### config.mk
export PLATFORM = sky130hd
export DESIGN_NAME = sorted_sleep_timer_queue
export DESIGN_NICKNAME = d
export VERILOG_FILES = /design/src/rtl/sstq_pkg.sv /design/src/rtl/sstq_ram.sv /design/src/rtl/sstq_ctrl.sv /design/src/rtl/sstq_dp.sv /design/src/rtl/sorted_sleep_timer_queue.sv
export SDC_FILE = /design/constraint.sdc
export NUM_CORES = 2
export LEC_CHECK = 0
export ABC_CLOCK_PERIOD_IN_PS = 9700
export BUFFER_PORTS_ARGS = -buffer_cell sky130_fd_sc_hd__buf_2
export CORE_AREA = 2 2 355 709
export DETAILED_ROUTE_END_ITERATION = 8
export DIE_AREA = 0 0 357 711
export GPL_TIMING_DRIVEN = 0
export SKIP_LAST_GASP = 1
export SYNTH_ARGS = -nofsm -noshare
export SYNTH_HDL_FRONTEND = slang
export SYNTH_HIERARCHICAL = 1
export SYNTH_SLANG_ARGS = --single-unit
### constraint.sdc
create_clock -name clk -period 9.7 [get_ports clk]
set_input_delay 0 -clock clk [delete_from_list [all_inputs] [get_ports clk]]
set_output_delay 0 -clock clk [all_outputs]
set_load 0.005 [all_outputs]
### src/rtl/sstq_pkg.sv
// Shared types, constants and codes for the sorted sleep timer queue.
package sstq_pkg;

	localparam int MAX_TASKS_DEF = 64;
	localparam int TASK_W = 6;
	localparam int NUM_IDS = 2 ** TASK_W;
	localparam int TICK_W = 32;
	localparam int PERIOD_W = 16;
	localparam logic [PERIOD_W-1:0] PERIOD_RESET = 16'd10;
	localparam int DIV_STEPS = TICK_W;
	localparam int DIV_CNT_W = $clog2(DIV_STEPS);
	localparam int ENTRY_W = TASK_W + TICK_W;

	typedef enum logic [1:0] {
		ST_QUEUED   = 2'd0,
		ST_REJECTED = 2'd1,
		ST_WOKEN    = 2'd2,
		ST_NONE     = 2'd3
	} status_t;

	typedef struct packed {
		logic              mode;
		logic [TASK_W-1:0] task_id;
		logic [TICK_W-1:0] sleep_ms;
		logic [TICK_W-1:0] now_tick;
	} in_item_t;

	typedef struct packed {
		status_t           status;
		logic [TASK_W-1:0] out_task;
		logic [TICK_W-1:0] wake_tick;
		logic              last;
	} out_item_t;

	typedef enum logic [3:0] {
		S_IDLE,
		S_DIV,
		S_WAKE,
		S_CHECK,
		S_INS_RD,
		S_INS_CMP,
		S_INS_NEW,
		S_EMIT_Q,
		S_EMIT_R,
		S_SCAN_RD,
		S_SCAN_CHK,
		S_SCAN_END
	} sstq_state_t;

	// Source and position of a queue write during an insert.
	typedef enum logic [1:0] {
		WR_SHIFT,
		WR_NEW_UP,
		WR_NEW_AT
	} wr_sel_t;

	typedef struct packed {
		logic    load_in;
		logic    div_step;
		logic    wake_calc;
		logic    idx_init;
		logic    idx_dec;
		logic    rd_use_idx;
		logic    wr_en;
		wr_sel_t wr_sel;
		logic    commit_ins;
		logic    scan_pop;
		logic    out_load;
		status_t out_status;
		logic    out_last;
	} sstq_cmd_t;

	typedef struct packed {
		logic in_mode;
		logic div_last;
		logic hit;
		logic cnt_zero;
		logic idx_zero;
		logic rd_gt_wake;
		logic rd_le_now;
		logic pend_valid;
		logic out_free;
	} sstq_sts_t;

endpackage

### src/rtl/sstq_ram.sv
// Generic single-write, single-read RAM with a registered read port.
module sstq_ram #(
	parameter int WIDTH = 8,
	parameter int DEPTH = 64
) (
	input  logic                     clk,
	input  logic                     we,
	input  logic [$clog2(DEPTH)-1:0] waddr,
	input  logic [WIDTH-1:0]         wdata,
	input  logic [$clog2(DEPTH)-1:0] raddr,
	output logic [WIDTH-1:0]         rdata
);

	logic [WIDTH-1:0] mem [DEPTH];
	logic [WIDTH-1:0] rdata_q;

	always_ff @(posedge clk) begin
		if (we) begin
			mem[waddr] <= wdata;
		end
		rdata_q <= mem[raddr];
	end

	assign rdata = rdata_q;

endmodule

### src/rtl/sstq_ctrl.sv
// Controller state machine for the sorted sleep timer queue.
module sstq_ctrl (
	input  logic              clk,
	input  logic              arst_n,
	input  logic              in_valid,
	output logic              in_ready,
	input  sstq_pkg::sstq_sts_t sts,
	output sstq_pkg::sstq_cmd_t cmd
);
	import sstq_pkg::*;

	sstq_state_t state_q;
	sstq_state_t state_nxt;

	always_ff @(posedge clk or negedge arst_n) begin
		if (!arst_n) begin
			state_q <= S_IDLE;
		end else begin
			state_q <= state_nxt;
		end
	end

	always_comb begin
		state_nxt = state_q;
		unique case (state_q)
			S_IDLE: begin
				if (in_valid) begin
					state_nxt = sts.in_mode ? S_SCAN_RD : S_DIV;
				end
			end
			S_DIV: begin
				if (sts.div_last) begin
					state_nxt = S_WAKE;
				end
			end
			S_WAKE: state_nxt = S_CHECK;
			S_CHECK: begin
				if (sts.hit) begin
					state_nxt = S_EMIT_R;
				end else if (sts.cnt_zero) begin
					state_nxt = S_INS_NEW;
				end else begin
					state_nxt = S_INS_RD;
				end
			end
			S_INS_RD: state_nxt = S_INS_CMP;
			S_INS_CMP: begin
				if (sts.rd_gt_wake) begin
					state_nxt = sts.idx_zero ? S_INS_NEW : S_INS_RD;
				end else begin
					state_nxt = S_EMIT_Q;
				end
			end
			S_INS_NEW: state_nxt = S_EMIT_Q;
			S_EMIT_Q, S_EMIT_R: begin
				if (sts.out_free) begin
					state_nxt = S_IDLE;
				end
			end
			S_SCAN_RD: state_nxt = sts.cnt_zero ? S_SCAN_END : S_SCAN_CHK;
			S_SCAN_CHK: begin
				if (!sts.rd_le_now) begin
					state_nxt = S_SCAN_END;
				end else if (!sts.pend_valid || sts.out_free) begin
					state_nxt = S_SCAN_RD;
				end
			end
			S_SCAN_END: begin
				if (sts.out_free) begin
					state_nxt = S_IDLE;
				end
			end
			default: state_nxt = S_IDLE;
		endcase
	end

	always_comb begin
		cmd = '0;
		in_ready = 1'b0;
		unique case (state_q)
			S_IDLE: begin
				in_ready = 1'b1;
				cmd.load_in = in_valid;
			end
			S_DIV: cmd.div_step = 1'b1;
			S_WAKE: cmd.wake_calc = 1'b1;
			S_CHECK: cmd.idx_init = 1'b1;
			S_INS_RD: cmd.rd_use_idx = 1'b1;
			S_INS_CMP: begin
				cmd.rd_use_idx = 1'b1;
				cmd.wr_en = 1'b1;
				if (sts.rd_gt_wake) begin
					cmd.wr_sel = WR_SHIFT;
					cmd.idx_dec = !sts.idx_zero;
				end else begin
					cmd.wr_sel = WR_NEW_UP;
					cmd.commit_ins = 1'b1;
				end
			end
			S_INS_NEW: begin
				cmd.wr_en = 1'b1;
				cmd.wr_sel = WR_NEW_AT;
				cmd.commit_ins = 1'b1;
			end
			S_EMIT_Q: begin
				cmd.out_load = sts.out_free;
				cmd.out_status = ST_QUEUED;
				cmd.out_last = 1'b1;
			end
			S_EMIT_R: begin
				cmd.out_load = sts.out_free;
				cmd.out_status = ST_REJECTED;
				cmd.out_last = 1'b1;
			end
			S_SCAN_RD: begin
			end
			S_SCAN_CHK: begin
				// An expired entry is popped into the pending slot once the entry
				// already held there has been handed to the output register.
				if (sts.rd_le_now && (!sts.pend_valid || sts.out_free)) begin
					cmd.scan_pop = 1'b1;
					cmd.out_load = sts.pend_valid;
					cmd.out_status = ST_WOKEN;
					cmd.out_last = 1'b0;
				end
			end
			S_SCAN_END: begin
				cmd.out_load = sts.out_free;
				cmd.out_status = sts.pend_valid ? ST_WOKEN : ST_NONE;
				cmd.out_last = 1'b1;
			end
			default: begin
			end
		endcase
	end

endmodule

### src/rtl/sstq_dp.sv
// Datapath: divider, queue memory with head pointer, task mask and output register.
module sstq_dp #(
	parameter int MAX_TASKS = sstq_pkg::MAX_TASKS_DEF
) (
	input  logic                clk,
	input  logic                arst_n,
	input  sstq_pkg::in_item_t  in_data,
	input  logic                cfg_valid,
	input  logic [sstq_pkg::PERIOD_W-1:0] cfg_data,
	input  sstq_pkg::sstq_cmd_t cmd,
	output sstq_pkg::sstq_sts_t sts,
	output logic                out_valid,
	input  logic                out_ready,
	output sstq_pkg::out_item_t out_data
);
	import sstq_pkg::*;

	localparam int ADDR_W = $clog2(MAX_TASKS);
	localparam int CNT_W = $clog2(MAX_TASKS + 1);

	logic [PERIOD_W-1:0]  period_q;
	logic [PERIOD_W-1:0]  divisor_q;
	logic [PERIOD_W-1:0]  rem_q;
	logic [TICK_W-1:0]    dq_q;
	logic [DIV_CNT_W-1:0] div_cnt_q;
	logic [TASK_W-1:0]    task_q;
	logic [TICK_W-1:0]    now_q;
	logic [TICK_W-1:0]    wake_q;
	logic [ADDR_W-1:0]    head_q;
	logic [CNT_W-1:0]     count_q;
	logic [ADDR_W-1:0]    idx_q;
	logic [NUM_IDS-1:0]   mask_q;
	logic                 pend_valid_q;
	logic [TASK_W-1:0]    pend_task_q;
	logic [TICK_W-1:0]    pend_wake_q;
	logic                 out_valid_q;
	out_item_t            out_q;

	logic [PERIOD_W:0]    trial;
	logic [PERIOD_W+1:0]  diff;
	logic                 ge;
	logic [TICK_W-1:0]    ticks;
	logic                 out_free;
	logic [ADDR_W-1:0]    raddr;
	logic [ADDR_W-1:0]    waddr;
	logic [ADDR_W-1:0]    wpos;
	logic [ENTRY_W-1:0]   wdata;
	logic [ENTRY_W-1:0]   rdata;
	logic [TASK_W-1:0]    rd_task;
	logic [TICK_W-1:0]    rd_wake;

	// Map a position in the queue to a memory address; the queue is circular.
	function automatic logic [ADDR_W-1:0] phys(input logic [ADDR_W-1:0] head,
			input logic [ADDR_W-1:0] off);
		logic [ADDR_W:0] sum;
		sum = {1'b0, head} + {1'b0, off};
		if (sum >= (ADDR_W+1)'(MAX_TASKS)) begin
			sum = sum - (ADDR_W+1)'(MAX_TASKS);
		end
		return sum[ADDR_W-1:0];
	endfunction

	assign rd_task = rdata[ENTRY_W-1:TICK_W];
	assign rd_wake = rdata[TICK_W-1:0];

	// One restoring division step per cycle.
	assign trial = {rem_q, dq_q[TICK_W-1]};
	assign diff = {1'b0, trial} - {2'b00, divisor_q};
	assign ge = ~diff[PERIOD_W+1];
	assign ticks = (dq_q == '0) ? TICK_W'(1) : dq_q;

	assign out_free = !out_valid_q || out_ready;

	assign raddr = phys(head_q, cmd.rd_use_idx ? idx_q : '0);
	assign wpos = (cmd.wr_sel == WR_NEW_AT) ? idx_q : idx_q + ADDR_W'(1);
	assign waddr = phys(head_q, wpos);

	always_comb begin
		unique case (cmd.wr_sel)
			WR_SHIFT: wdata = rdata;
			WR_NEW_UP, WR_NEW_AT: wdata = {task_q, wake_q};
			default: wdata = {task_q, wake_q};
		endcase
	end

	sstq_ram #(
		.WIDTH(ENTRY_W),
		.DEPTH(MAX_TASKS)
	) u_ram (
		.clk  (clk),
		.we   (cmd.wr_en),
		.waddr(waddr),
		.wdata(wdata),
		.raddr(raddr),
		.rdata(rdata)
	);

	always_ff @(posedge clk or negedge arst_n) begin
		if (!arst_n) begin
			period_q <= PERIOD_RESET;
			div_cnt_q <= '0;
			head_q <= '0;
			count_q <= '0;
			mask_q <= '0;
			pend_valid_q <= 1'b0;
			out_valid_q <= 1'b0;
		end else begin
			if (cfg_valid) begin
				period_q <= cfg_data;
			end
			if (cmd.load_in) begin
				div_cnt_q <= '0;
				pend_valid_q <= 1'b0;
			end else if (cmd.div_step) begin
				div_cnt_q <= div_cnt_q + DIV_CNT_W'(1);
			end
			if (cmd.commit_ins) begin
				count_q <= count_q + CNT_W'(1);
				mask_q[task_q] <= 1'b1;
			end
			if (cmd.scan_pop) begin
				head_q <= (head_q == ADDR_W'(MAX_TASKS - 1)) ? '0 : head_q + ADDR_W'(1);
				count_q <= count_q - CNT_W'(1);
				mask_q[rd_task] <= 1'b0;
				pend_valid_q <= 1'b1;
			end
			if (cmd.out_load) begin
				out_valid_q <= 1'b1;
			end else if (out_ready) begin
				out_valid_q <= 1'b0;
			end
		end
	end

	always_ff @(posedge clk) begin
		if (cmd.load_in) begin
			task_q <= in_data.task_id;
			now_q <= in_data.now_tick;
			dq_q <= in_data.sleep_ms;
			rem_q <= '0;
			divisor_q <= (period_q == '0) ? PERIOD_W'(1) : period_q;
		end else if (cmd.div_step) begin
			rem_q <= ge ? diff[PERIOD_W-1:0] : trial[PERIOD_W-1:0];
			dq_q <= {dq_q[TICK_W-2:0], ge};
		end
		if (cmd.wake_calc) begin
			wake_q <= now_q + ticks;
		end
		if (cmd.idx_init) begin
			idx_q <= (count_q == '0) ? '0 : ADDR_W'(count_q - CNT_W'(1));
		end else if (cmd.idx_dec) begin
			idx_q <= idx_q - ADDR_W'(1);
		end
		if (cmd.scan_pop) begin
			pend_task_q <= rd_task;
			pend_wake_q <= rd_wake;
		end
		if (cmd.out_load) begin
			out_q.status <= cmd.out_status;
			out_q.last <= cmd.out_last;
			unique case (cmd.out_status)
				ST_QUEUED, ST_REJECTED: begin
					out_q.out_task <= task_q;
					out_q.wake_tick <= wake_q;
				end
				ST_WOKEN: begin
					out_q.out_task <= pend_task_q;
					out_q.wake_tick <= pend_wake_q;
				end
				ST_NONE: begin
					out_q.out_task <= '0;
					out_q.wake_tick <= '0;
				end
				default: begin
					out_q.out_task <= '0;
					out_q.wake_tick <= '0;
				end
			endcase
		end
	end

	always_comb begin
		sts.in_mode = in_data.mode;
		sts.div_last = (div_cnt_q == DIV_CNT_W'(DIV_STEPS - 1));
		sts.hit = mask_q[task_q] || (count_q >= CNT_W'(MAX_TASKS));
		sts.cnt_zero = (count_q == '0);
		sts.idx_zero = (idx_q == '0);
		sts.rd_gt_wake = (rd_wake > wake_q);
		sts.rd_le_now = (rd_wake <= now_q);
		sts.pend_valid = pend_valid_q;
		sts.out_free = out_free;
	end

	assign out_valid = out_valid_q;
	assign out_data = out_q;

endmodule

### src/rtl/sorted_sleep_timer_queue.sv
// Top level of the sorted sleep timer queue: controller, datapath and checks.
//
// Usage: items arrive on in_valid/in_ready/in_data. A sleep request (mode 0)
// divides sleep_ms by the tick period, adds it to now_tick and inserts the task
// in wake order, or rejects it when it is already queued or the queue is full; it
// yields one result. A wake scan (mode 1) removes every leading entry whose wake
// tick is not later than now_tick and yields one result per woken task, with last
// set on the final one, or a single "nothing expired" result. Results leave on
// out_valid/out_ready/out_data. The tick period must be written through
// cfg_valid/cfg_ready/cfg_data only while idle; the block itself does not enforce
// this. One item is handled at a time. A sleep request runs the 32-step bit-serial
// divider, forms the wake tick and checks the task mask and the fill level; a
// rejection then emits its result, otherwise the queue is walked from the tail,
// shifting each entry that sorts after the new one up one place, and the task is
// written into the gap. A wake scan reads the head entry and pops it for as long
// as it has expired. A result sits in the output register; when the receiver
// stalls, a scan holds until each transfer is taken and the next item is accepted
// only once the current one is finished.
// Reset empties the queue and sets the tick period to 10 ms; no clearing pass.
module sorted_sleep_timer_queue #(
	parameter int MAX_TASKS = sstq_pkg::MAX_TASKS_DEF
) (
	input  logic                clk,
	input  logic                arst_n,
	input  logic                in_valid,
	output logic                in_ready,
	input  sstq_pkg::in_item_t  in_data,
	output logic                out_valid,
	input  logic                out_ready,
	output sstq_pkg::out_item_t out_data,
	input  logic                cfg_valid,
	output logic                cfg_ready,
	input  logic [sstq_pkg::PERIOD_W-1:0] cfg_data
);
	import sstq_pkg::*;

	sstq_cmd_t cmd;
	sstq_sts_t sts;

	assign cfg_ready = 1'b1;

	sstq_ctrl u_ctrl (
		.clk     (clk),
		.arst_n  (arst_n),
		.in_valid(in_valid),
		.in_ready(in_ready),
		.sts     (sts),
		.cmd     (cmd)
	);

	sstq_dp #(
		.MAX_TASKS(MAX_TASKS)
	) u_dp (
		.clk      (clk),
		.arst_n   (arst_n),
		.in_data  (in_data),
		.cfg_valid(cfg_valid),
		.cfg_data (cfg_data),
		.cmd      (cmd),
		.sts      (sts),
		.out_valid(out_valid),
		.out_ready(out_ready),
		.out_data (out_data)
	);

`ifndef SYNTHESIS
	// Only one item is in work at a time.
	a_one_item: assert property (@(posedge clk) disable iff (!arst_n)
		in_valid && in_ready |=> !in_ready)
		else $error("input accepted while an item is in work");

	// Only a woken task can be followed by more results of the same scan.
	a_not_last_woken: assert property (@(posedge clk) disable iff (!arst_n)
		out_valid && !out_data.last |-> out_data.status == ST_WOKEN)
		else $error("non-final result that is not a wake report");

	// An empty scan reports zero fields.
	a_none_zero: assert property (@(posedge clk) disable iff (!arst_n)
		out_valid && out_data.status == ST_NONE
		|-> out_data.out_task == '0 && out_data.wake_tick == '0 && out_data.last)
		else $error("empty scan result carries data");

	// Inserts and scan pops never touch the queue in the same cycle.
	a_wr_pop: assert property (@(posedge clk) disable iff (!arst_n)
		!(cmd.wr_en && cmd.scan_pop))
		else $error("queue write and pop in one cycle");
`endif

endmodule
**Word-level counts from Yosys, hierarchy flattened**

Memories as Yosys holds them, arrays and structs flattened. A register that Yosys moved wholly into a read port is not among the register bits.
Index checks and enable logic that the tools add are counted.

- Add/subtract/negate cells: 12
- $lt $le $gt $ge: 9
- Eq/ne operators: 21
- Muxes and demuxes: 59
- Bitwise operators: 4
- Reductions and logical operators: 25

Operator list:

| cell | number |
|---|---|
| two-way mux 64 bit | 2 |
| case mux 38 bit (3 select lines) | 1 |
| two-way mux 32 bit | 3 |
| bitwise AND 64 bit | 1 |
| NOT 64 bit | 1 |
| bitwise OR 64 bit | 1 |
| two-way mux 6 bit | 8 |
| case mux 4 bit (10 select lines) | 1 |
| two-way mux 38 bit | 1 |
| adder 32 bit | 1 |
| > comparator 32 bit | 1 |
| less-or-equal comparator 32 bit | 1 |
| zero test 32 bit | 1 |
| two-way mux 4 bit | 8 |
| two-way mux 1 bit | 22 |
| >= comparator 7 bit, second input constant | 3 |
| subtractor 17 x 16 -> 18 bit | 1 |
| subtractor 6 x 1 -> 6 bit, second input constant | 3 |
| == test 4 x 3 -> 1 bit, second input constant | 4 |
| == test 4 bit, second input constant | 4 |
| zero test 16 bit | 1 |
| two-way mux 16 bit | 1 |
| case mux 4 bit (4 select lines) | 1 |
| two-way mux 5 bit | 3 |
| 33 further kinds | 56 |

- Register bits after elaboration: 323
- Memory bits (writable): 2432
- Input port bits: 92
- Output and inout bits: 44
- Logic and storage cells: 152
- Memories: 1

Memory list:

| name | words | bits a word | rd ports | clocked after Yosys merged registers in | wr ports | line | source |
|---|---|---|---|---|---|---|---|
| u_dp.u_ram.mem | 64 | 38 | 1 | 1 | 1 | sstq_ram.sv:14 | `logic [WIDTH-1:0] mem [DEPTH];` |

**Depth between registers and ports, before layout**

- Word-level depth: 9
- Depth in mapped cells: 24
- Mapped depth without buffers: 23

**Cells and area by module**

The synthesis kept the hierarchy.

Modules (own cells, without submodules):

| module | instances | cells each | area an instance (µm²) | seq. area each (µm²) |
|---|---|---|---|---|
| sstq_ram | 1 | 3989 | 92939.1 | 73790.8 |
| sstq_dp | 1 | 1688 | 17768.3 | 8921.1 |
| sstq_ctrl | 1 | 73 | 510.5 | 100.1 |
| sorted_sleep_timer_queue | 1 | 2 | 11.3 | 0.0 |

**Worst setup path before layout**

No wires, ideal clock.

- Path kind: register to register
- Start point: register u_dp.wake_q[9]
- End point: memory u_dp/u_ram/mem[48][0] (netlist name), enable pin
- Library setup time: 480 ps
- Data arrival time: 6832 ps
- Required time: 9220 ps
- Setup slack: 2388 ps
- Stages on the path, launching flop included: 22
- Path buffers: 0
- Clock period less this slack: 7312 ps
- Path through: edfxtp_1 inv_1 ha_1 a21o_1 a21o_1 a21o_1 a21o_1 a211o_1 a221o_1 a31oi_1 a31oi_1 nor3_1 nand2b_1 xnor2_1 ha_1 fa_1 a21o_1 a21oi_1 xnor2_1 nor2b_1 nand4b_1 nor3_1

RTL lines:

| element | line | source |
|---|---|---|
| start: declaration | sstq_dp.sv:28 | `logic [TICK_W-1:0] wake_q;` |
| start signal: assignment | sstq_dp.sv:147 | `wake_q <= now_q + ticks;` |
| end: declaration | sstq_ram.sv:14 |  |

==> results.md <==
- HP Class: in2reg
- Detailed-route DRC error count: 0
- DR iter-0 viols: 7597
- Post-Syn Nets: 5978
- Flop2flop setup slack: 2010 ps
- DRT Pass-1 Iters: 8
- I/O pin count: 136
- Fmax: 130.0 MHz
- Failing checks: max-capacitance violations, max-slew violations
- First-pass GRT wire length: 511300 um
- Leakage power: 42.37 nW
- Synth warn: 6
- Vias in the first global route: 64160
- Fin nets: 6742
- Vias/cell: 6.213
- Die area: 0.2538 mm^2
- Routability cong.: 0.9124
- Max-slew violations: 18
- Root buf cell: clkbuf_16
- Fillers: 19500
- Die Width: 357 um
- Pin count of the biggest net entering global routing: 71
- Fin Clk Skew: 57.86 ps
- CTS Buf Count: 234
- Layout area overhead: 17.44%
- Peak supply drop: 0.2266 mV
- Maxcap violations: 2
- Outcome: finished with violations
- Initial Util: 44.81%
- CTS max path bufs: 4
- Tcrit/Tclk final: 79.28%
- Sequential fraction of the synthesis area: 74.45%
- Initial antenna violation count: 15
- Top post-synthesis cells by area: edfxtp_1 (71%), mux4_2 (12%), dfrtp_1 (2.3%)
- Primary FF master, synth: edfxtp_1
- Cell Area, Synth: 0.1112 mm^2
- Clock period minus worst slack: 7690 ps
- Setup WS post-layout: 2010 ps
- Synth Instances: 5752
- Layout Utilization: 52.63%
- CP Data Required Time: 10280 ps
- Sink Count: 2793
- Max-slew headroom: -4.188%
- H-tree lvl count: 4
- Avg Inst Size Synth: 19.34 um^2
- Worst skew pair latency: 930 ps
- Final setup viols: 0
- Ys async rst share: 3.724%
- Critical path startpoint category: register
- Share of the synthesized area in the top cell type: 71.14%
- Cell Pwr Density: 341.7 mW/mm^2
- Port bufs: 132
- Count of cell types in the netlist: 87
- Final ANT Viol Nets: 0
- Final non-filler cell total: 9988
- Min-delay src: cfg_valid
- Final hold vios: 0
- Actual slew at the worst max-slew pin: 1563 ps
- Classification of the worst setup path: reg2reg
- Total power: 0.04463 W
- Crit end category: register
- Start point of the critical path: u_dp/u_ram/rdata[26]
- Arrival time worst endpoint: 8270 ps
- Tot GR Track Use: 29.62%
- #FFs+latches synth: 2793
- Via count: 62050
- RSZ-0062 raised after global routing: false
- Routed WL: 377100 um
- FF-to-FF Start: u_dp/u_ram/rdata[26]
- Chip height: 711 um
- Number of flops mapped to enable cells by yosys: 2635
- Layout cell share with drive strength beyond 1: 24.32%
- Crit path max fanout: 16
- Cells after DPL: 9357
- FP Rows: 259
- Post-CTS sizing: 0
- Final HPWL from detailed placement: 272100 um
- Clk slew on worst S/H paths: 70 ps
- CTS tree: done
- Synth area leader: edfxtp_1
- DP Worst Slack: 2085 ps
- Core area: 0.2482 mm^2
- WL/cell: 37.76 um
- Remaining global-route overflow: 0
## state kept, by name, indices dropped and copies added (netlist names)
signal and count:
u_dp/pend_task_q 6, u_dp/now_q 32, u_dp/out_data 41, u_dp/u_ram/mem 2432
u_dp/out_valid 1, u_dp/div_cnt_q 5, u_dp/period_q 16, u_dp/pend_wake_q 32
u_ctrl/state_q 4, u_dp/pend_valid_q 1, u_dp/head_q 6, u_dp/task_q 6
u_dp/divisor_q 16, u_dp/idx_q 6, u_dp/dq_q 32, u_dp/count_q 7
u_dp/wake_q 32, u_dp/u_ram/rdata 38, u_dp/rem_q 16, u_dp/mask_q 64
## synthesized netlist by cell type, drive strengths merged, types with 9 or more instances
master / count
edfxtp: 2635
mux4: 612
a21oi: 263
nand2: 240
nor2: 225
clkbuf: 187
buf: 154
a22oi: 140
ha: 130
o21ai: 129
inv: 111
o22ai: 106
dfrtp: 102
mux2i: 87
mux2: 75
dfxtp: 54
xnor2: 47
nor3: 45
a21o: 43
o221ai: 36
nand4: 33
nand3: 32
xor2: 30
nand2b: 25
nor2b: 24
a31oi: 19
a211oi: 18
a221oi: 15
nor4: 14
and2: 9
and3: 9
o21a: 9
## layer usage
layer / wire length, um / GRT usage (%) / vias to the layer above / part of all wire [%]
met5: 56 / 0 / - / 0.015
met4: 40520 / 25.24 / 8 / 11
met3: 24580 / 4.341 / 1199 / 6.5
met2: 201300 / 54.10 / 3300 / 53
met1: 110700 / 28.87 / 32570 / 29
li1: - / - / 24970 / -
## placed cells by master, fill, tap and decap left out, drive strengths merged, types with 75 or more instances in the layout
master / netlist / layout
o22ai: 106 / 106
dlygate4sd3: 0 / 184
buf: 154 / 498
mux2: 75 / 75
dfrtp: 102 / 102
nand2: 240 / 240
clkbuf: 187 / 468
nor2: 225 / 225
a21oi: 263 / 263
ha: 130 / 130
clkinv: 2 / 96
a22oi: 140 / 140
o21ai: 129 / 129
inv: 111 / 118
edfxtp: 2635 / 2635
mux4: 612 / 612
mux2i: 87 / 87
## layout make-up
class	count	area [um^2]	share of cell area, %
clock buffers	281	6053	4.634
inverters	113	424.2	0.3247
diodes	20	50.05	0.03831
well taps	3262	4081	3.124
repair buffers	528	6795	5.202
clock inverters	145	1479	1.132
flip-flops and latches	2793	82810	63.39
plain buffers	341	1635	1.252
multi-input cells	2505	27300	20.90
## power breakdown
| part | total [W] | internal (W) | leakage [nW] | switching (W) |
|---|---|---|---|---|
| Combinational | 0.0185 | 0.00628 | 13.5 | 0.0122 |
| Clock | 0.00959 | 0.00519 | 3.65 | 0.00440 |
| Sequential | 0.0166 | 0.0161 | 25.2 | 0.000476 |
| Total | 0.0446 | 0.0276 | 42.4 | 0.0170 |
## logic make-up after synthesis
family / after synthesis / share of synthesized area (%)
AO/OA/AOI/OAI: 821 / 4.766
XOR/XNOR: 77 / 0.6063
adder cells (fa/ha/maj): 134 / 1.534
buffers and inverters: 454 / 1.847
flip-flops: 2793 / 74.45
multiplexers: 774 / 13.94
other: 1 / 0.003371
AND/OR/NAND/NOR: 698 / 2.854
## stage by stage
step           area (um^2)  hold WS (ps)  TNS (ps)
2_1_floorplan       111200        -295.6         0
3_3_place_gp        116000         179.5  -5354860
3_5_place_dp        121200         23.09         0
4_1_cts             130600         24.84         0
5_1_grt             130600         83.01         0
6_report            130600         76.62         0
## timing repair
action / 4_1_cts / 5_1_grt
hold buffers: 185 / 0
setup buffers: 0 / 0
hold endpoints to repair: 263 / 0
## final timing paths
kind | depth (start not counted) | end
max in group asynchronous | 4 | u_dp/mask_q[3]
setup / recovery | 21 | u_dp/u_ram/mem[62][23]
hold reg to reg | 0 | u_dp/pend_task_q[5]
hold / removal | 3 | u_dp/period_q[6]
setup reg to reg | 21 | u_dp/u_ram/mem[62][23]
min in group asynchronous | 4 | u_dp/period_q[0]
## critical path, stage by stage, from the launching register on
cell and delay (ps):
dfxtp_1 900, ha_1 250, nand4_1 120, nor3_1 370, o21ai_0 170, o211ai_1 110
a31oi_1 70, a31oi_2 800, nor3_1 170, nand2b_1 320, o21ai_0 380, ha_1 300
a21o_1 150, a21oi_1 230, o21bai_1 90, a21oi_1 180, xnor2_1 130, clkbuf_1 370
nand3_1 680, nor2_4 970, buf_12 290, buf_12 210
No activity file was read; power rests on OpenSTA's default activity.
